File: src/sv/lgac_pkg.sv
// lgac_pkg: shared types and constants of the landing-gear controller
// used by lgac_step and landing_gear_auto_controller; no dependencies
`default_nettype none

package lgac_pkg;

	// gear mode codes
	typedef enum logic [1:0] {
		MODE_RETRACT = 2'd0,
		MODE_RELEASE = 2'd1,
		MODE_AUTO    = 2'd2
	} gear_mode_t;

	// request kinds carried in the input tuser
	typedef enum logic [1:0] {
		REQ_UPDATE  = 2'd0,
		REQ_RETRACT = 2'd1,
		REQ_RELEASE = 2'd2,
		REQ_AUTO    = 2'd3
	} req_type_t;

	// configuration register indexes
	localparam int unsigned CFG_IDX_W = 3;
	localparam logic [CFG_IDX_W-1:0] CFG_GEAR_ENABLE   = 3'd0;
	localparam logic [CFG_IDX_W-1:0] CFG_PWM_UP        = 3'd1;
	localparam logic [CFG_IDX_W-1:0] CFG_PWM_DOWN      = 3'd2;
	localparam logic [CFG_IDX_W-1:0] CFG_ALT_THRESHOLD = 3'd3;
	localparam logic [CFG_IDX_W-1:0] CFG_SPEED_LIMIT   = 3'd4;
	localparam logic [CFG_IDX_W-1:0] CFG_DWELL_TIMEOUT = 3'd5;
	localparam int unsigned CFG_DATA_W = 16;

	// flight mode number that means land
	localparam logic signed [7:0] LAND_MODE = 8'sd9;

	// register reset values
	localparam logic [11:0] PWM_UP_RST        = 12'd1900;
	localparam logic [11:0] PWM_DOWN_RST      = 12'd1100;
	localparam logic [15:0] DWELL_TIMEOUT_RST = 16'd3000;

	typedef struct packed {
		logic        gear_enable;
		logic [11:0] pwm_up;
		logic [11:0] pwm_down;
		logic [15:0] altitude_threshold;
		logic [15:0] speed_limit;
		logic [15:0] dwell_timeout;
	} cfg_t;

	typedef struct packed {
		gear_mode_t  gear_mode;
		logic        gear_down;
		logic        retract_wanted;
		logic [31:0] dwell_start;
	} gear_state_t;

	// one input beat, decoded
	typedef struct packed {
		req_type_t          req_type;
		logic signed [23:0] altitude_cm;
		logic [15:0]        ground_speed;
		logic [31:0]        now_ms;
		logic signed [7:0]  flight_mode;
		logic               armed;
		logic               link_lost;
		logic               batt_low;
		logic               nav_lost;
		logic               channel_assigned;
	} item_t;

	// one result beat, first field in the highest bits
	typedef struct packed {
		logic [1:0]  mode_now;
		logic        gear_is_down;
		logic [11:0] servo_pwm;
		logic        servo_write;
	} res_t;

endpackage

`default_nettype wire

File: src/sv/lgac_step.sv
// lgac_step: next-state and result logic for one item of the gear controller
// depends on lgac_pkg
`default_nettype none

module lgac_step
	import lgac_pkg::*;
(
	input  cfg_t        cfg,
	input  gear_state_t cur,
	input  item_t       item,
	output gear_state_t nxt,
	output res_t        res
);

	logic [31:0]        elapsed;
	logic               dwell_over;
	logic               no_dwell;
	logic signed [24:0] alt_ext;
	logic signed [24:0] thr_ext;
	logic               alt_above;
	logic               alt_below;
	logic               speed_ok;
	logic               fs_any;

	// comparisons on the raw item and current state
	always_comb begin
		elapsed    = item.now_ms - cur.dwell_start;
		no_dwell   = (cur.dwell_start == 32'd0);
		dwell_over = (elapsed > {16'd0, cfg.dwell_timeout});
		alt_ext    = {item.altitude_cm[23], item.altitude_cm};
		thr_ext    = $signed({9'd0, cfg.altitude_threshold});
		alt_above  = (alt_ext > thr_ext);
		alt_below  = (alt_ext < thr_ext);
		speed_ok   = (item.ground_speed <= cfg.speed_limit) || (cfg.speed_limit == 16'd0);
		fs_any     = item.link_lost | item.batt_low | item.nav_lost;
	end

	// state update and servo write decision
	always_comb begin
		nxt = cur;
		res.servo_write = 1'b0;
		res.servo_pwm   = 12'd0;
		if (cfg.gear_enable) begin
			case (item.req_type)
				REQ_RETRACT: begin
					nxt.retract_wanted = 1'b1;
					nxt.gear_mode      = MODE_RETRACT;
				end
				REQ_RELEASE: begin
					nxt.retract_wanted = 1'b0;
					nxt.gear_mode      = MODE_RELEASE;
				end
				REQ_AUTO: begin
					nxt.gear_mode = MODE_AUTO;
				end
				REQ_UPDATE: begin
					if (item.channel_assigned) begin
						// auto switching with dwell
						if (cur.gear_mode == MODE_AUTO) begin
							if (cfg.altitude_threshold != 16'd0) begin
								if (cur.gear_down ? alt_above : (alt_below && speed_ok)) begin
									if (no_dwell) begin
										nxt.dwell_start = item.now_ms;
									end else if (dwell_over) begin
										nxt.retract_wanted = cur.gear_down;
									end
								end else begin
									nxt.dwell_start = 32'd0;
								end
							end
							if (!item.armed) begin
								nxt.retract_wanted = 1'b0;
							end
						end
						// land mode and failsafe overrides
						if (item.flight_mode == LAND_MODE || fs_any) begin
							nxt.retract_wanted = 1'b0;
						end
						// move the gear when request and position disagree
						if (cur.gear_down && nxt.retract_wanted) begin
							res.servo_write = 1'b1;
							res.servo_pwm   = cfg.pwm_up;
							nxt.gear_down   = 1'b0;
						end else if (!cur.gear_down && !nxt.retract_wanted) begin
							res.servo_write = 1'b1;
							res.servo_pwm   = cfg.pwm_down;
							nxt.gear_down   = 1'b1;
						end
					end
				end
				default: begin
					nxt = cur;
				end
			endcase
		end
		res.gear_is_down = nxt.gear_down;
		res.mode_now     = nxt.gear_mode;
	end

endmodule

`default_nettype wire

File: src/sv/landing_gear_auto_controller.sv
// landing_gear_auto_controller: top level with config registers, gear state
// and the result register; depends on lgac_pkg and lgac_step
`default_nettype none

// Landing-gear controller. Each input beat is a retract, release or auto
// command or an update tick (selected by s_tuser); every beat yields exactly
// one result beat. A beat is taken every clock cycle unless stalled, and its
// result appears on the master side in the next cycle: the whole decision is
// one pass of compare logic between the gear state registers and the result
// register, and the result register lets a new beat enter while the previous
// result is taken in the same cycle. Updates in auto mode raise the gear once
// altitude has stayed above the threshold longer than the dwell timeout and
// lower it once it has stayed below (with ground speed in limit); disarm in
// auto mode, land mode and any failsafe force the gear down. A result with
// servo_write set carries the pulse width to drive. Configuration writes are
// always accepted and must only be issued while the block is idle.

module landing_gear_auto_controller
	import lgac_pkg::*;
(
	input  wire logic                  clk,
	input  wire logic                  arst_n,
	// config write channel
	input  wire logic                  cfg_valid,
	output logic                       cfg_ready,
	input  wire logic [CFG_IDX_W-1:0]  cfg_index,
	input  wire logic [CFG_DATA_W-1:0] cfg_data,
	// input stream
	input  wire logic                  s_tvalid,
	output logic                       s_tready,
	// s_tdata: altitude_cm[23:0], ground_speed[39:24], now_ms[71:40],
	// flight_mode[79:72], armed[80], link_lost[81], batt_low[82],
	// nav_lost[83], channel_assigned[84], zero fill[87:85]
	input  wire logic [87:0]           s_tdata,
	// s_tuser: req_type[1:0]
	input  wire logic [1:0]            s_tuser,
	// output stream
	output logic                       m_tvalid,
	input  wire logic                  m_tready,
	// m_tdata: servo_write[0], servo_pwm[12:1], gear_is_down[13], mode_now[15:14]
	output logic [15:0]                m_tdata
);

	cfg_t        cfg_q;
	gear_state_t state_q;
	gear_state_t state_nxt;
	item_t       item;
	res_t        res_nxt;
	res_t        res_q;
	logic        out_valid_q;
	logic        in_beat;

	assign cfg_ready = 1'b1;
	assign s_tready  = !out_valid_q || m_tready;
	assign in_beat   = s_tvalid && s_tready;

	// unpack the input beat
	always_comb begin
		item.req_type         = req_type_t'(s_tuser);
		item.altitude_cm      = s_tdata[23:0];
		item.ground_speed     = s_tdata[39:24];
		item.now_ms           = s_tdata[71:40];
		item.flight_mode      = s_tdata[79:72];
		item.armed            = s_tdata[80];
		item.link_lost        = s_tdata[81];
		item.batt_low         = s_tdata[82];
		item.nav_lost         = s_tdata[83];
		item.channel_assigned = s_tdata[84];
	end

	// config registers
	always_ff @(posedge clk or negedge arst_n) begin
		if (!arst_n) begin
			cfg_q.gear_enable        <= 1'b0;
			cfg_q.pwm_up             <= PWM_UP_RST;
			cfg_q.pwm_down           <= PWM_DOWN_RST;
			cfg_q.altitude_threshold <= 16'd0;
			cfg_q.speed_limit        <= 16'd0;
			cfg_q.dwell_timeout      <= DWELL_TIMEOUT_RST;
		end else if (cfg_valid && cfg_ready) begin
			case (cfg_index)
				CFG_GEAR_ENABLE:   cfg_q.gear_enable        <= cfg_data[0];
				CFG_PWM_UP:        cfg_q.pwm_up             <= cfg_data[11:0];
				CFG_PWM_DOWN:      cfg_q.pwm_down           <= cfg_data[11:0];
				CFG_ALT_THRESHOLD: cfg_q.altitude_threshold <= cfg_data;
				CFG_SPEED_LIMIT:   cfg_q.speed_limit        <= cfg_data;
				CFG_DWELL_TIMEOUT: cfg_q.dwell_timeout      <= cfg_data;
				default: ;
			endcase
		end
	end

	// per-item decision logic
	lgac_step u_step (
		.cfg  (cfg_q),
		.cur  (state_q),
		.item (item),
		.nxt  (state_nxt),
		.res  (res_nxt)
	);

	// gear state
	always_ff @(posedge clk or negedge arst_n) begin
		if (!arst_n) begin
			state_q.gear_mode      <= MODE_RELEASE;
			state_q.gear_down      <= 1'b0;
			state_q.retract_wanted <= 1'b0;
			state_q.dwell_start    <= 32'd0;
		end else if (in_beat) begin
			state_q <= state_nxt;
		end
	end

	// result register valid
	always_ff @(posedge clk or negedge arst_n) begin
		if (!arst_n) begin
			out_valid_q <= 1'b0;
		end else if (s_tready) begin
			out_valid_q <= s_tvalid;
		end
	end

	// result register payload
	always_ff @(posedge clk) begin
		if (in_beat) begin
			res_q <= res_nxt;
		end
	end

	assign m_tvalid = out_valid_q;
	assign m_tdata  = res_q;

	// a held result reports the current gear position and mode
	a_res_matches_state: assert property (@(posedge clk) disable iff (!arst_n)
		out_valid_q |-> (res_q.gear_is_down == state_q.gear_down &&
			res_q.mode_now == state_q.gear_mode))
		else $error("result does not match gear state");

	// a servo write always flips the gear position
	a_write_flips_gear: assert property (@(posedge clk) disable iff (!arst_n)
		in_beat && res_nxt.servo_write |=> state_q.gear_down != $past(state_q.gear_down))
		else $error("servo write without gear change");

	// without a write no pulse width is reported
	a_no_write_no_pwm: assert property (@(posedge clk) disable iff (!arst_n)
		out_valid_q && !res_q.servo_write |-> res_q.servo_pwm == 12'd0)
		else $error("pulse width reported without a write");

	// gear moves only with a servo write
	a_gear_moves_with_write: assert property (@(posedge clk) disable iff (!arst_n)
		in_beat && !res_nxt.servo_write |=> $stable(state_q.gear_down))
		else $error("gear moved without a servo write");

endmodule

`default_nettype wire
File: config.mk
export PLATFORM = sky130hd
export DESIGN_NAME = landing_gear_auto_controller
export DESIGN_NICKNAME = d
export VERILOG_FILES = /design/src/sv/lgac_pkg.sv /design/src/sv/lgac_step.sv /design/src/sv/landing_gear_auto_controller.sv
export SDC_FILE = /design/constraint.sdc
export NUM_CORES = 1
export LEC_CHECK = 0
export ABC_AREA = 0
export BUFFER_PORTS_ARGS = -buffer_cell sky130_fd_sc_hd__buf_2
export CORE_MARGIN = 8
export CORE_UTILIZATION = 40
export CTS_BUF_LIST = sky130_fd_sc_hd__clkbuf_4
export CTS_CLUSTER_SIZE = 14
export DETAILED_ROUTE_END_ITERATION = 10
export PLACE_DENSITY = 0.62
export RECOVER_POWER = 50
export SLEW_MARGIN = 5
export SYNTH_ARGS = -nofsm -noshare
export SYNTH_HDL_FRONTEND = slang
export SYNTH_SLANG_ARGS = --single-unit
File: constraint.sdc
create_clock -name clk -period 14.5 [get_ports clk]
set_input_delay 2.175 -clock clk [delete_from_list [all_inputs] [get_ports clk]]
set_output_delay 2.175 -clock clk [all_outputs]
set_load 0.005 [all_outputs]
---- Yosys cells after proc, flatten, opt, wreduce, memory -nomap -nowiden ----
Cells that the tools add are included.
storage, ports and cells
  register bits ........................... 126
  input port bits ......................... 114
  output and inout bits ................... 19
  word-level logic and storage cells ...... 87
cells by class
  add/sub/neg operators ................... 1
  magnitude comparators ................... 4
  eq/ne operators ......................... 13
  muxes and demuxes ....................... 27
  bitwise operators ....................... 2
  reductions and logical operators ........ 25
operator list
  operator                                                                 number
  33-bit 2-to-1 mux                                                        6
  32-bit 2-to-1 mux                                                        3
  36-bit 2-to-1 mux                                                        1
  34-bit 2-to-1 mux                                                        1
  32-bit by 16-bit greater-than comparator with 1-bit output               1
  32-bit logical NOT                                                       1
  32-bit subtractor                                                        1
  13-bit 2-to-1 mux                                                        2
  24-bit by 17-bit greater-than comparator with 1-bit output               1
  24-bit by 17-bit < comparator with 1-bit output                          1
  16-bit less-or-equal comparator                                          1
  16-bit logical NOT                                                       1
  16-bit nonzero test                                                      1
  1-bit 2-to-1 mux                                                         12
  2-bit AND reduction                                                      6
  8-bit by 5-bit equality test with 1-bit output, second input constant    1
  7-bit AND reduction                                                      1
  2-bit equality test, second input constant                               3
  3-bit by 2-bit equality test with 1-bit output, second input constant    2
  3-bit equality test, second input constant                               2
  6-bit by 5-bit inequality test with 1-bit output, second input constant  1
  2-bit case mux with 3 select lines                                       1
  5-bit inequality test, second input constant                             1
  1-bit logical AND                                                        4
  12 further kinds                                                         17

---- Logic depth before layout (Yosys ltp) ----
Gate-level depths: netlist (run 1).
  word-level depth ........................ 23
  depth in mapped cells ................... 25
  depth with buffers taken out ............ 25

---- Cells and area by module ----
From an unflattened synthesis (run 1), not the netlist that was laid out.
unflattened totals
  cell total of the unflattened synthesis .. 909
  area, all modules ....................... 8916.1 um^2
by module, submodules not included
  module                        times used  cells an instance  area an instance (um^2)  sequential area each (um^2)
  landing_gear_auto_controller  1           257                4663.2                   3256.9
  lgac_step                     1           652                4252.8                   0.0

---- Worst setup path after synthesis (run 1) ----
Ideal clock, no wire load.
  path kind ............................... input to register
  start ................................... input port s_tdata[40]
  end ..................................... register res_q (netlist bit m_tdata[2]) (data pin)
  setup time .............................. 0.143 ns
  arrival ................................. 6.620 ns
  data required time ...................... 14.357 ns
  path slack .............................. 7.737 ns
  stages .................................. 23
  cell sequence ........................... inv_1 > ha_1 > fa_1 > nand2b_1 > a21oi_1 > o21a_1 > o21ai_0 > nand2_1 > xor2_1 > ha_1 > nand4_1 > a21oi_1 > o31a_1 > a211oi_1 > o2111ai_1 > or4_4 > or4_1 > o211a_2 > ha_1 > nor2b_1 > clkbuf_1 > a22oi_1 > nor2_1
on the way
  longest elaborated chain between the ends .. 20
ends and longest elaborated chain
  item                                                          RTL line                             text
  from (decl)                                                   landing_gear_auto_controller.sv:34   input wire logic [87:0] s_tdata,
  32-bit subtractor *                                           lgac_step.sv:27                      elapsed = item.now_ms - cur.dwell_start;
  32-bit by 16-bit greater-than comparator with 1-bit output *  lgac_step.sv:29                      dwell_over = (elapsed > {16'd0, cfg.dwell_timeout});
  1-bit 2-to-1 mux *                                            lgac_step.sv:64                      end else if (dwell_over) begin
  1-bit 2-to-1 mux *                                            lgac_step.sv:62                      if (no_dwell) begin
  1-bit 2-to-1 mux *                                            lgac_step.sv:61                      if (cur.gear_down ? alt_above : (alt_below && speed_ok)) begin
  33-bit 2-to-1 mux *                                           lgac_step.sv:60                      if (cfg.altitude_threshold != 16'd0) begin
  33-bit 2-to-1 mux * (2 in a row)                              -
  33-bit 2-to-1 mux *                                           lgac_step.sv:44                      case (item.req_type)
  [... 3 more ...]                                              -
  1-bit 2-to-1 mux *                                            lgac_step.sv:76                      if (item.flight_mode == LAND_MODE || fs_any) begin
  1-bit 2-to-1 mux *                                            lgac_step.sv:57                      if (item.channel_assigned) begin
  1-bit 2-to-1 mux *                                            lgac_step.sv:44
  1-bit 2-to-1 mux *                                            lgac_step.sv:43                      if (cfg.gear_enable) begin
  1-bit logical NOT                                             lgac_step.sv:84                      end else if (!cur.gear_down && !nxt.retract_wanted) begin
  1-bit logical AND                                             lgac_step.sv:84
  13-bit 2-to-1 mux                                             lgac_step.sv:84
  13-bit 2-to-1 mux *                                           lgac_step.sv:80                      if (cur.gear_down && nxt.retract_wanted) begin
  to (signal assigned)                                          landing_gear_auto_controller.sv:126  res_q <= res_nxt;
  to (decl)                                                     landing_gear_auto_controller.sv:49   res_t res_q;
Every way passes the cells marked *; elsewhere a longest branch is shown, timed or not. The select of a mux whose other input is x is not followed.
A chain may end at the register's enable or synchronous reset.

---- Worst setup path after layout (run 1) ----
  start ................................... input port s_tdata[40]
  end ..................................... register res_q (netlist bit m_tdata[10]) (data pin)
The elaborated chain is that of the path after synthesis.

==> reports/summary.log, run 1 <==
INFO  run_status     run_status=complete, but fails checks
INFO  run_status     failed_checks=capacitance limit, slew limit
INFO  routing        via_count=7183
INFO  floorplanning  core-area=21000um2
INFO  routing        final_antenna_net_count=0
INFO  logic_synthesis synth_cell_types=76
INFO  floorplanning  ios=133
INFO  logic_synthesis synth_fp_nets=1139
INFO  logic_synthesis synth-async-reset-ratio=87.3%
INFO  clocking       cts.sinks=126
INFO  placement      post_detailed_placement_half_perimeter_wirelength=18000um
INFO  finish         drive_above_1_share=24.1%
INFO  clocking       cts_buffers=17
INFO  logic_synthesis synth_edf_count=16
INFO  clocking       total_of_cells_resized_after_clock_tree_synthesis=0
INFO  floorplanning  die_height=163um
INFO  power_and_ir_drop power_density=112nW/um2
INFO  clocking       cts.path.max_buffers=2
INFO  logic_synthesis synth_largest_area_cell=sky130_fd_sc_hd__dfrtp_1
INFO  critical_path  timing.critical_path.to=m_tdata[10]$_SDFFCE_PN0P_
INFO  logic_synthesis syn_area_per_cell=9.14um2
INFO  floorplanning  die_w=163um
INFO  clocking       post_cts_hold_buffer_count=0
INFO  timing         timing_worst_slew_pin_value=3110ps
INFO  timing         max_freq=131MHz
INFO  timing         tns=0ps
INFO  critical_path  timing.critical_path.from=s_tdata[40]
INFO  critical_path  setup.worst_path.class=primary input to flop
INFO  floorplanning  std_cell_rows=53
INFO  placement      port-buffer-count=128
INFO  clocking       cts_root_buf=sky130_fd_sc_hd__clkbuf_4
INFO  placement      placement.setup.worst_slack=6270ps
INFO  logic_synthesis cell_area_synth=8590um2
INFO  critical_path  required=14900ps
INFO  critical_path  regToRegSetupSlack=8170ps
INFO  placement      gp_congestion=0.902
INFO  power_and_ir_drop power.static_leakage=4.35nW
INFO  routing        avgRoutedWirePerCell=17.0um
INFO  critical_path  cp_max_fo=14
INFO  power_and_ir_drop vdd_drop_max=47.8uV
INFO  critical_path  r2r_start=state_q[0]$_DFFE_PN0P_
INFO  grt            grt_first_pass_wirelength=37300um
INFO  timing         drv_slew=113
INFO  clocking       tritoncts=yes
INFO  timing         relSlewSlack=-108%
INFO  finish         nNetsFinal=1259
INFO  floorplanning  dieArea=26400um2
INFO  grt            grt_overflow_total=0
INFO  logic_synthesis synth.area.top_cells=sky130_fd_sc_hd__dfrtp_1 27%, sky130_fd_sc_hd__ha_1 12%, sky130_fd_sc_hd__mux2_2 8.1%
INFO  routing        drc=0
INFO  clocking       postCtsSetupRepairBufs=0
INFO  timing         period_share=52.8%
INFO  finish         area_growth_syn_to_layout=13.9%
INFO  critical_path  critPathArrivalTime=8050ps
INFO  grt            globalRouteTotalUtil=17.6%
INFO  logic_synthesis seq_area_frac_synth=37.9%
INFO  clocking       clock_tree.htree_level_count=4
INFO  grt            grt_max_degree=65
INFO  routing        route.detailed.vias_per_inst=5.32
INFO  timing         post-route-min-period=7660ps
INFO  logic_synthesis ys_seq_elements=126
INFO  logic_synthesis post_synth_most_frequent_cells=132 x sky130_fd_sc_hd__nand2_1, 91 x sky130_fd_sc_hd__dfrtp_1, 91 x sky130_fd_sc_hd__inv_1
INFO  hold_path      hold_path.class=flop to flop
INFO  clocking       path_clk_slew=130ps
INFO  grt            first_global_vias=7183
INFO  logic_synthesis yosys.area.top_type_share=26.5%
INFO  grt            grt_antenna_before_repair=3
INFO  logic_synthesis synth-main-ff-cell=sky130_fd_sc_hd__dfrtp_1
INFO  timing         report.final.hold_viol_count=0
INFO  clocking       clk_latency=560ps
INFO  flow_run       drv.max_cap_violation_count=2
INFO  timing         rsz0062_at_grt=false
INFO  logic_synthesis synth_cells=940
INFO  critical_path  worst_setup_path_start_kind=primary input
INFO  timing         final.setup.worst_slack=6840ps
INFO  routing        drt_pass1_iterations=7
INFO  critical_path  timing.critical_path.to_type=flop
INFO  routing        postRouteWirelength=23000um
INFO  timing         total_of_endpoints_with_negative_setup_slack_in_the_final_report=0
INFO  critical_path  r2r_end=m_tdata[10]$_SDFFCE_PN0P_
INFO  floorplanning  start_util=40.8%
INFO  critical_path  reg2reg_depth=21
INFO  timing         finClkSkew=24.2ps
INFO  logic_synthesis synthMostInstantiatedCell=sky130_fd_sc_hd__nand2_1
INFO  routing        initialDrtViolationCount=402
INFO  logic_synthesis synth.yosys.warnings=0
registers in the layout, summed over array words and instances, names as in the netlist:
register	flops
cfg_q	73
state_q	36
m_tdata	16
m_tvalid	1
metal layers:
metal,global-route usage [%],part of all wire (%),routed length [um]
met1,23.3,46,10600
met2,28.4,47,10700
met3,3.19,5.0,1140
met4,5.85,2.1,484
met5,0,0,0
how the worst min path moves through the flow:
stage / from / endpoint / cells past startpoint
4_1_cts: state_q[34]$_DFFE_PN1P_ / state_q[34]$_DFFE_PN1P_ / 2
6_report: state_q[34]$_DFFE_PN1P_ / state_q[34]$_DFFE_PN1P_ / 2
3_5_place_dp: state_q[34]$_DFFE_PN1P_ / state_q[34]$_DFFE_PN1P_ / 2
2_1_floorplan: state_q[34]$_DFFE_PN1P_ / state_q[34]$_DFFE_PN1P_ / 2
5_1_grt: state_q[34]$_DFFE_PN1P_ / state_q[34]$_DFFE_PN1P_ / 2
3_3_place_gp: state_q[34]$_DFFE_PN1P_ / state_q[34]$_DFFE_PN1P_ / 2
area by class of cell:
| class | count | area, um2 |
|---|---|---|
| sequential | 126 | 3260 |
| clock inverter | 15 | 191 |
| multi-input combinational | 691 | 4850 |
| fill | 2053 | 11200 |
| inverter | 92 | 345 |
| antenna | 2 | 5.00 |
| clock buffer | 17 | 128 |
| tap | 275 | 344 |
| timing repair buffer | 132 | 658 |
cells in the final DEF, fill, tap and decap left out, drive strengths merged, types with 3 or more instances in the layout:
| cell | n |
|---|---|
| clkbuf | 23 |
| nand3 | 16 |
| inv | 103 |
| o31a | 3 |
| a211o | 3 |
| o21ai | 74 |
| o2111ai | 3 |
| nand2b | 8 |
| buf | 126 |
| mux2i | 5 |
| xor2 | 8 |
| edfxtp | 16 |
| mux2 | 62 |
| dfrtp | 91 |
| nand2 | 132 |
| o211ai | 7 |
| nor2 | 52 |
| or3 | 7 |
| o31ai | 4 |
| o211a | 3 |
| or4 | 3 |
| a211oi | 9 |
| a21oi | 56 |
| nand4 | 25 |
| xnor2 | 11 |
| a22oi | 13 |
| o21a | 12 |
| a21o | 15 |
| nor2b | 8 |
| nor3 | 9 |
| o21bai | 3 |
| dfstp | 19 |
| ha | 84 |
| nor4 | 24 |
kinds of logic after synthesis:
| family | after synthesis | synth area share, % |
|---|---|---|
| AOI/OAI and AO/OA | 227 | 17.2 |
| other | 1 | 0.0437 |
| DFF | 126 | 37.9 |
| xor gates and xnor gates | 19 | 1.94 |
| buffers and inverters | 123 | 5.81 |
| and+or+nand+nor | 292 | 15.9 |
| muxes | 67 | 8.71 |
| adders and majority gates | 85 | 12.5 |
through the flow:
| stage | cell area, um2 | power [mW] | hold slack [ps] | instances | util, % |
|---|---|---|---|---|---|
| 2_1_floorplan | 8590 | 0.711 | 445 | 940 | - |
| 3_3_place_gp | 9480 | 0.817 | 456 | 1316 | 45.1 |
| 3_5_place_dp | 9480 | 0.824 | 469 | 1316 | 45.1 |
| 4_1_cts | 9790 | 1.11 | 488 | 1348 | 46.6 |
| 5_1_grt | 9780 | 1.18 | 509 | 1349 | 46.5 |
| 6_report | 9780 | 1.10 | 484 | 1350 | 46.5 |
critical path, cell delays in order:
cell,delay (ps)
sky130_fd_sc_hd__buf_2,90
sky130_fd_sc_hd__inv_1,40
sky130_fd_sc_hd__ha_1,220
sky130_fd_sc_hd__fa_1,410
sky130_fd_sc_hd__nand2b_1,200
sky130_fd_sc_hd__a21oi_1,260
sky130_fd_sc_hd__o21a_1,250
sky130_fd_sc_hd__o21ai_0,160
sky130_fd_sc_hd__nand2_1,120
sky130_fd_sc_hd__xor2_1,230
sky130_fd_sc_hd__ha_1,300
sky130_fd_sc_hd__a21oi_1,160
sky130_fd_sc_hd__a21boi_0,100
sky130_fd_sc_hd__o31a_1,230
sky130_fd_sc_hd__a211oi_1,300
sky130_fd_sc_hd__o2111ai_1,170
sky130_fd_sc_hd__or4_4,460
sky130_fd_sc_hd__or4_1,560
sky130_fd_sc_hd__o211a_2,180
sky130_fd_sc_hd__ha_1,380
sky130_fd_sc_hd__nor2b_1,720
sky130_fd_sc_hd__a22oi_1,200
sky130_fd_sc_hd__nor2_1,140
power by group:
group	switching (mW)	internal (mW)
registers	0.0375	0.423
logic	0.203	0.154
clock network	0.167	0.112
total	0.407	0.689
Note: power is estimated with default switching activity, not from simulation.
==> run 2: changes to the inputs <==
==> constraint.sdc (replaced) <==
create_clock -name clk -period 7.3 [get_ports clk]
set_input_delay 1.095 -clock clk [delete_from_list [all_inputs] [get_ports clk]]
set_output_delay 1.095 -clock clk [all_outputs]
set_load 0.005 [all_outputs]
==> reports/summary.log, run 2 (synthesized netlist as in run 1, its figures left out) <==
INFO  run_status     run_status=complete, but fails checks
INFO  run_status     failed_checks=capacitance limit, slew limit
INFO  critical_path  crit_path_top_delay_cell=sky130_fd_sc_hd__or4_4
INFO  finish         largest_reg_flops=73 [unchanged]
INFO  clocking       postCtsSetupRepairBufs=0 [unchanged]
INFO  grt            grt_max_degree=67 [+3.1%]
INFO  critical_path  crit_path_cell_trace=buf_2 -> inv_1 -> ha_1 -> fa_1 -> nand2b_1 -> a21oi_1 -> o21a_1 -> o21ai_0 -> nand2_1 -> xor2_1 -> ha_1 -> nand4_1 -> a21oi_1 -> o31a_1 -> a211oi_1 -> o2111ai_1 -> or4_4 -> nor4b_2 -> o211a_2 -> ha_1 -> nor2b_1 -> buf_4 -> a22oi_1 -> nor2_1
INFO  grt            first_global_vias=7299 [+1.6%]
INFO  critical_path  path_common_cell=sky130_fd_sc_hd__ha_1
INFO  critical_path  regToRegSetupSlack=1560ps [-6610 ps]
INFO  flow_run       drv.max_cap_violation_count=2 [unchanged]
INFO  power_and_ir_drop power_share_of_the_clock_group=25.2% [-0.3 points]
INFO  power_and_ir_drop power.static_leakage=4.35nW [about the same]
INFO  hold_path      holdPathStages=2 [unchanged]
INFO  timing         period_share=82.3%
INFO  routing        route.detailed.vias_per_inst=5.35 [+0.47%]
INFO  hold_path      whs_endpoint=state_q[34]$_DFFE_PN1P_
INFO  clocking       cts_buffers=17 [unchanged]
INFO  finish         filler_cells=2111 [+2.8%]
INFO  critical_path  timing.critical_path.to_type=flop
INFO  floorplanning  dieArea=26400um2 [unchanged]
INFO  timing         report.final.hold_viol_count=0 [unchanged]
INFO  critical_path  critical-path-max-stage-delay=460ps [-260 ps]
INFO  clocking       clock_tree.htree_level_count=4 [unchanged]
INFO  floorplanning  ios=133 [unchanged]
INFO  floorplanning  std_cell_rows=53 [unchanged]
INFO  timing         relSlewSlack=-138% [-30 points]
INFO  placement      post_detailed_placement_half_perimeter_wirelength=18300um [+1.9%]
INFO  clocking       clk_latency=560ps [about the same]
INFO  finish         ff_latch_area=3260um2 [unchanged]
INFO  grt            globalRouteTotalUtil=17.7% [+0.079 points]
INFO  placement      gp_congestion=0.912 [+1.1%]
INFO  power_and_ir_drop pwr-share-comb=32.7% [+0.2 points]
INFO  power_and_ir_drop power_density=223nW/um2 [+99%]
INFO  finish         mostFrequentLayoutCells=132 x sky130_fd_sc_hd__nand2_1, 124 x sky130_fd_sc_hd__buf_2, 91 x sky130_fd_sc_hd__inv_1, 91 x sky130_fd_sc_hd__dfrtp_1, 84 x sky130_fd_sc_hd__ha_1
INFO  finish         nNetsFinal=1260 [+0.079%]
INFO  critical_path  setup.worst_path.class=primary input to flop
INFO  floorplanning  start_util=40.8% [unchanged]
INFO  routing        drc=0 [unchanged]
INFO  finish         area_growth_syn_to_layout=13.9% [about the same]
INFO  power_and_ir_drop internal_power=1.37mW [+99%]
INFO  hold_path      worst_hold_startpoint=state_q[34]$_DFFE_PN1P_
INFO  routing        initialDrtViolationCount=364 [-9.5%]
INFO  critical_path  r2r_start=state_q[0]$_DFFE_PN0P_
INFO  critical_path  cp_max_fo=14 [unchanged]
INFO  floorplanning  die_height=163um [unchanged]
INFO  finish         largest_register=cfg_q
INFO  routing        wl_met3=1070um [-5.9%]
INFO  clocking       total_of_cells_resized_after_clock_tree_synthesis=0 [unchanged]
INFO  timing         drv_slew=113 [unchanged]
INFO  routing        via_count=7217 [+0.47%]
INFO  grt            grt_first_pass_wirelength=37500um [+0.67%]
INFO  routing        detailed_route_wirelength_on_metal2=10600um [-0.71%]
INFO  critical_path  reg2reg_depth=22 [+4.8%]
INFO  timing         holdWs=490ps [+5.77 ps]
INFO  critical_path  required=7580ps [-7320 ps]
INFO  timing         finClkSkew=27.9ps [+3.70 ps]
INFO  timing         timing_worst_slew_pin_value=3570ps [+457 ps]
INFO  floorplanning  core-area=21000um2 [unchanged]
INFO  routing        final_antenna_net_count=0 [unchanged]
INFO  clocking       path_clk_slew=130ps [about the same]
INFO  power_and_ir_drop seqPwrFrac=42.1% [about the same]
INFO  routing        avgRoutedWirePerCell=17.0um [-0.25%]
INFO  routing        postRouteWirelength=22900um [-0.25%]
INFO  critical_path  worst_setup_path_start_kind=primary input
INFO  grt            grt_antenna_before_repair=1 [-2]
INFO  critical_path  r2r_end=m_tdata[2]$_SDFFCE_PN0P_
INFO  hold_path      hold_path.class=flop to flop
INFO  grt            grt_overflow_total=0 [unchanged]
INFO  floorplanning  die_w=163um [unchanged]
INFO  clocking       cts_root_buf=sky130_fd_sc_hd__clkbuf_4
INFO  clocking       cts.path.max_buffers=2 [unchanged]
INFO  power_and_ir_drop switching_share=37.0% [-0.13 points]
INFO  finish         multi_input_comb_area=4850um2 [unchanged]
INFO  clocking       post_cts_hold_buffer_count=0 [unchanged]
INFO  routing        drt_pass1_iterations=5 [-2]
INFO  finish         final_common_cell=sky130_fd_sc_hd__nand2_1
INFO  finish         drive_above_1_share=24.2% [+0.071 points]
INFO  clocking       tritoncts=yes
INFO  timing         total_of_endpoints_with_negative_setup_slack_in_the_final_report=0 [unchanged]
INFO  power_and_ir_drop p_switching=0.806mW [+98%]
INFO  clocking       cts.sinks=126 [unchanged]
INFO  routing        top_signal_layer_used=met4
INFO  timing         tns=0ps [unchanged]
INFO  timing         rsz0062_at_grt=false
INFO  timing         post-route-min-period=6010ps
INFO  timing         max_freq=167MHz
INFO  power_and_ir_drop vdd_drop_max=131uV [+170%]
INFO  placement      port-buffer-count=128 [unchanged]
INFO  critical_path  critPathArrivalTime=6290ps [-1760 ps]
INFO  routing        met1Wirelength=10800um [+1.7%]
run 2: cell count changes in the layout (fill, tap and decap cells not counted), sizes merged:
cell and delta:
buf +1, clkinv -1, clkinvlp +1, diode -1
run 2: how the worst max path moves through the flow:
| stage | from | endpoint | slack [ps] | cells after the start |
|---|---|---|---|---|
| floorplan | s_tdata[40] | m_tdata[2]$_SDFFCE_PN0P_ | 1620 | 23 |
| global placement | s_tdata[40] | m_tdata[7]$_SDFFCE_PN0P_ | 830 | 24 |
| detailed placement | s_tdata[40] | m_tdata[7]$_SDFFCE_PN0P_ | 720 | 24 |
| CTS | s_tdata[40] | m_tdata[2]$_SDFFCE_PN0P_ | 1310 | 24 |
| global route | arst_n | cfg_q[72]$_DFFE_PN0P_ | 580 | 2 |
| finish | s_tdata[40] | m_tdata[2]$_SDFFCE_PN0P_ | 1290 | 24 |
run 2: power by group through the flow:
| stage | clock (mW) | sequential [mW] | combinational (mW) |
|---|---|---|---|
| 6_report | 0.550 | 0.917 | 0.712 |
| 5_1_grt | 0.599 | 0.932 | 0.806 |
| 4_1_cts | 0.566 | 0.916 | 0.717 |
| 3_5_place_dp | 0 | 0.930 | 0.712 |
| 3_3_place_gp | 0 | 0.927 | 0.698 |
| 2_1_floorplan | 0 | 0.904 | 0.509 |
run 2: through the flow:
step | setup slack [ps] | cell area, um2 | power (mW) | std cells | utilization, %
final | 1290 | 9780 | 2.18 | 1350 | 46.5
after global routing | 578 | 9780 | 2.34 | 1350 | 46.5
after CTS | 1310 | 9800 | 2.20 | 1349 | 46.6
after detailed placement | 719 | 9480 | 1.64 | 1317 | 45.1
after global placement | 832 | 9480 | 1.62 | 1317 | 45.1
after floorplan | 1620 | 8590 | 1.41 | 940 | -
run 2: final cells by class:
| class | count | share of cell area, % |
|---|---|---|
| tap | 275 | 3.52 |
| inverter | 92 | 3.53 |
| antenna | 1 | 0.0256 |
| multi-input combinational | 691 | 49.6 |
| clock buffer | 17 | 1.30 |
| clock inverter | 15 | 1.92 |
| timing repair buffer | 133 | 6.81 |
| sequential | 126 | 33.3 |
run 2: critical path, delay by kind of cell:
family,cells,cell delay [ps]
AOI/OAI and AO/OA,9,1860
and+or+nand+nor,7,1420
adders and majority gates,4,1380
buffers and inverters,3,320
xor gates and xnor gates,1,200
run 2: layer usage:
layer / vias up / GRT usage [%]
li1: 3609 / -
met5: - / 0
met2: 163 / 28.6
met3: 28 / 3.21
met1: 3417 / 23.5
met4: 0 / 5.60
==> run 3: changes to the inputs <==
==> constraint.sdc (replaced) <==
create_clock -name clk -period 6.2 [get_ports clk]
set_input_delay 0.93 -clock clk [delete_from_list [all_inputs] [get_ports clk]]
set_output_delay 0.93 -clock clk [all_outputs]
set_load 0.005 [all_outputs]
==> reports/summary.log, run 3 (synthesized netlist as in run 1, its figures left out) <==
INFO  placement      gp_congestion=0.946 [+3.8%]
INFO  routing        via_count=7241 [+0.33%]
INFO  floorplanning  start_util=40.8% [unchanged]
INFO  power_and_ir_drop power_density=256nW/um2 [+15%]
INFO  finish         mostFrequentLayoutCells=132 x sky130_fd_sc_hd__nand2_1, 125 x sky130_fd_sc_hd__buf_2, 91 x sky130_fd_sc_hd__inv_1, 91 x sky130_fd_sc_hd__dfrtp_1, 84 x sky130_fd_sc_hd__ha_1
INFO  critical_path  critPathArrivalTime=6070ps [-220 ps]
INFO  critical_path  path_common_cell=sky130_fd_sc_hd__ha_1
INFO  power_and_ir_drop p_total=2.54mW [+16%]
INFO  routing        route.detailed.vias_per_inst=5.28 [-1.3%]
INFO  finish         drive_above_1_share=25.8% [+1.6 points]
INFO  timing         report.final.hold_viol_count=0 [unchanged]
INFO  floorplanning  core-area=21000um2 [unchanged]
INFO  power_and_ir_drop power.static_leakage=4.45nW [+2.3%]
INFO  finish         fin_cells=1372 [+1.6%]
INFO  timing         max_freq=176MHz
INFO  timing         final.setup.worst_slack=534ps [-761 ps]
INFO  run_status     failed_checks=capacitance limit, slew limit
INFO  finish         postLayoutCoreUtil=47.2% [+0.70 points]
INFO  run_status     run_status=complete, but fails checks
INFO  critical_path  r2r_start=state_q[1]$_DFFE_PN0P_
INFO  placement      port-buffer-count=128 [unchanged]
INFO  finish         area_growth_syn_to_layout=15.6%
INFO  timing         finClkSkew=27.3ps [-0.540 ps]
INFO  routing        initialDrtViolationCount=473 [+30%]
INFO  timing         total_of_endpoints_with_negative_setup_slack_in_the_final_report=0 [unchanged]
INFO  routing        postRouteWirelength=23200um [+1.1%]
INFO  routing        wl_met3=1270um [+19%]
INFO  critical_path  required=6600ps [-980 ps]
INFO  critical_path  cpLargestDelayFamily=simple AND/OR/NAND/NOR gates
INFO  grt            grt_overflow_total=0 [unchanged]
INFO  critical_path  regToRegSetupSlack=580ps [-980 ps]
INFO  critical_path  setup.worst_path.class=primary input to flop
INFO  grt            grt_first_pass_wirelength=37300um [-0.41%]
INFO  clocking       postCtsSetupRepairBufs=0 [unchanged]
INFO  finish         largest_register=cfg_q
INFO  clocking       post_cts_hold_buffer_count=0 [unchanged]
INFO  timing         period_share=91.4%
INFO  clocking       total_of_cells_resized_after_clock_tree_synthesis=0 [unchanged]
INFO  critical_path  reg2reg_depth=26 [+18%]
INFO  clocking       tritoncts=yes
INFO  critical_path  depth_of_the_critical_timing_path_with_buffers_and_inverters_included=25 [+4.2%]
INFO  placement      post_detailed_placement_half_perimeter_wirelength=18400um [+0.61%]
INFO  timing         tns=0ps [unchanged]
INFO  floorplanning  std_cell_rows=53 [unchanged]
INFO  floorplanning  die_height=163um [unchanged]
INFO  critical_path  worst_setup_path_start_kind=primary input
INFO  critical_path  critical-path-max-stage-delay=580ps [+120 ps]
INFO  routing        avgRoutedWirePerCell=16.9um [-0.51%]
INFO  finish         largest_reg_flops=73 [unchanged]
INFO  finish         filler_cells=2102 [-0.43%]
INFO  floorplanning  ios=133 [unchanged]
INFO  flow_run       drv.max_cap_violation_count=1 [-1]
INFO  floorplanning  dieArea=26400um2 [unchanged]
INFO  timing         relSlewSlack=-94.3% [+44 points]
INFO  clocking       cts.path.max_buffers=2 [unchanged]
INFO  power_and_ir_drop vdd_drop_max=105uV [-20%]
INFO  timing         drv_slew=55 [-51%]
INFO  critical_path  cp_max_fo=11 [-3]
INFO  grt            grt_max_degree=65 [-3.0%]
INFO  routing        drc=0 [unchanged]
INFO  routing        top_signal_layer_used=met4
INFO  clocking       cts_root_buf=sky130_fd_sc_hd__clkbuf_4
INFO  routing        final_antenna_net_count=0 [unchanged]
INFO  clocking       clock_tree.htree_level_count=4 [unchanged]
INFO  routing        drt_pass1_iterations=5 [unchanged]
INFO  clocking       clk_latency=560ps [about the same]
INFO  floorplanning  die_w=163um [unchanged]
INFO  critical_path  crit_path_top_delay_cell=sky130_fd_sc_hd__nor2b_1
INFO  timing         post-route-min-period=5670ps
INFO  routing        met1Wirelength=10700um [-1.0%]
INFO  hold_path      holdPathStages=2 [unchanged]
INFO  routing        detailed_route_wirelength_on_metal2=10800um [+1.5%]
INFO  grt            grt_antenna_before_repair=1 [unchanged]
INFO  timing         rsz0062_at_grt=false
INFO  finish         nNetsFinal=1282 [+1.7%]
INFO  hold_path      whs_endpoint=state_q[34]$_DFFE_PN1P_
INFO  hold_path      hold_path.class=flop to flop
INFO  clocking       cts_buffers=17 [unchanged]
INFO  clocking       path_clk_slew=140ps [about the same]
INFO  critical_path  critical_path_buf_inv_count=4 [+1]
INFO  critical_path  r2r_end=m_tdata[12]$_SDFFCE_PN0P_
INFO  critical_path  timing.critical_path.to_type=flop
INFO  finish         final_common_cell=sky130_fd_sc_hd__nand2_1
INFO  grt            first_global_vias=7228 [-0.97%]
INFO  grt            globalRouteTotalUtil=17.7% [+0.031 points]
INFO  clocking       cts.sinks=126 [unchanged]
INFO  timing         timing_worst_slew_pin_value=2910ps [-655 ps]
INFO  hold_path      worst_hold_startpoint=state_q[34]$_DFFE_PN1P_
INFO  placement      numPlacedInstances=1339 [+1.7%]
INFO  placement      placement.setup.worst_slack=-75.5ps [-794 ps]
[run 3: tightest hold or removal path, stage by stage (launching register included)]
cell	delay (ps)
sky130_fd_sc_hd__dfstp_2	400
sky130_fd_sc_hd__nand2_1	50
sky130_fd_sc_hd__nand2_1	50
[run 3: worst max path at each step]
stage                           startpoint                         to
detailed placement             s_tdata[40]   m_tdata[7]$_SDFFCE_PN0P_
floorplan                      s_tdata[40]   m_tdata[2]$_SDFFCE_PN0P_
global placement               s_tdata[40]   m_tdata[8]$_SDFFCE_PN0P_
global route        state_q[1]$_DFFE_PN0P_   m_tdata[2]$_SDFFCE_PN0P_
CTS                            s_tdata[40]  m_tdata[12]$_SDFFCE_PN0P_
finish                         s_tdata[40]  m_tdata[12]$_SDFFCE_PN0P_
[run 3: metrics by stage]
stage / hold WS (ps) / instance area [um2]
final: 482 / 9930
after CTS: 390 / 9940
after global routing: 492 / 9930
after global placement: 455 / 9650
after detailed placement: 463 / 9650
after floorplan: 445 / 8590
[run 3: cell type report]
cell class | count | area, um2 | share of cell area [%]
antenna | 1 | 2.50 | 0.0252
timing repair buffer | 155 | 833 | 8.39
tap | 275 | 344 | 3.47
inverter | 92 | 345 | 3.48
multi-input combinational | 691 | 4850 | 48.9
clock inverter | 15 | 168 | 1.69
clock buffer | 17 | 128 | 1.29
sequential | 126 | 3260 | 32.8
[run 3: where the power goes]
| part | switching, mW | total (mW) | internal (mW) |
|---|---|---|---|
| registers | 0.0887 | 1.08 | 0.989 |
| logic | 0.477 | 0.857 | 0.380 |
| clock network | 0.414 | 0.601 | 0.188 |
| total | 0.980 | 2.54 | 1.56 |
[run 3: metal layers]
layer	track usage, %	up-vias
met2	28.6	170
met5	0	-
li1	-	3648
met4	5.09	0
met3	3.39	32
met1	23.7	3391
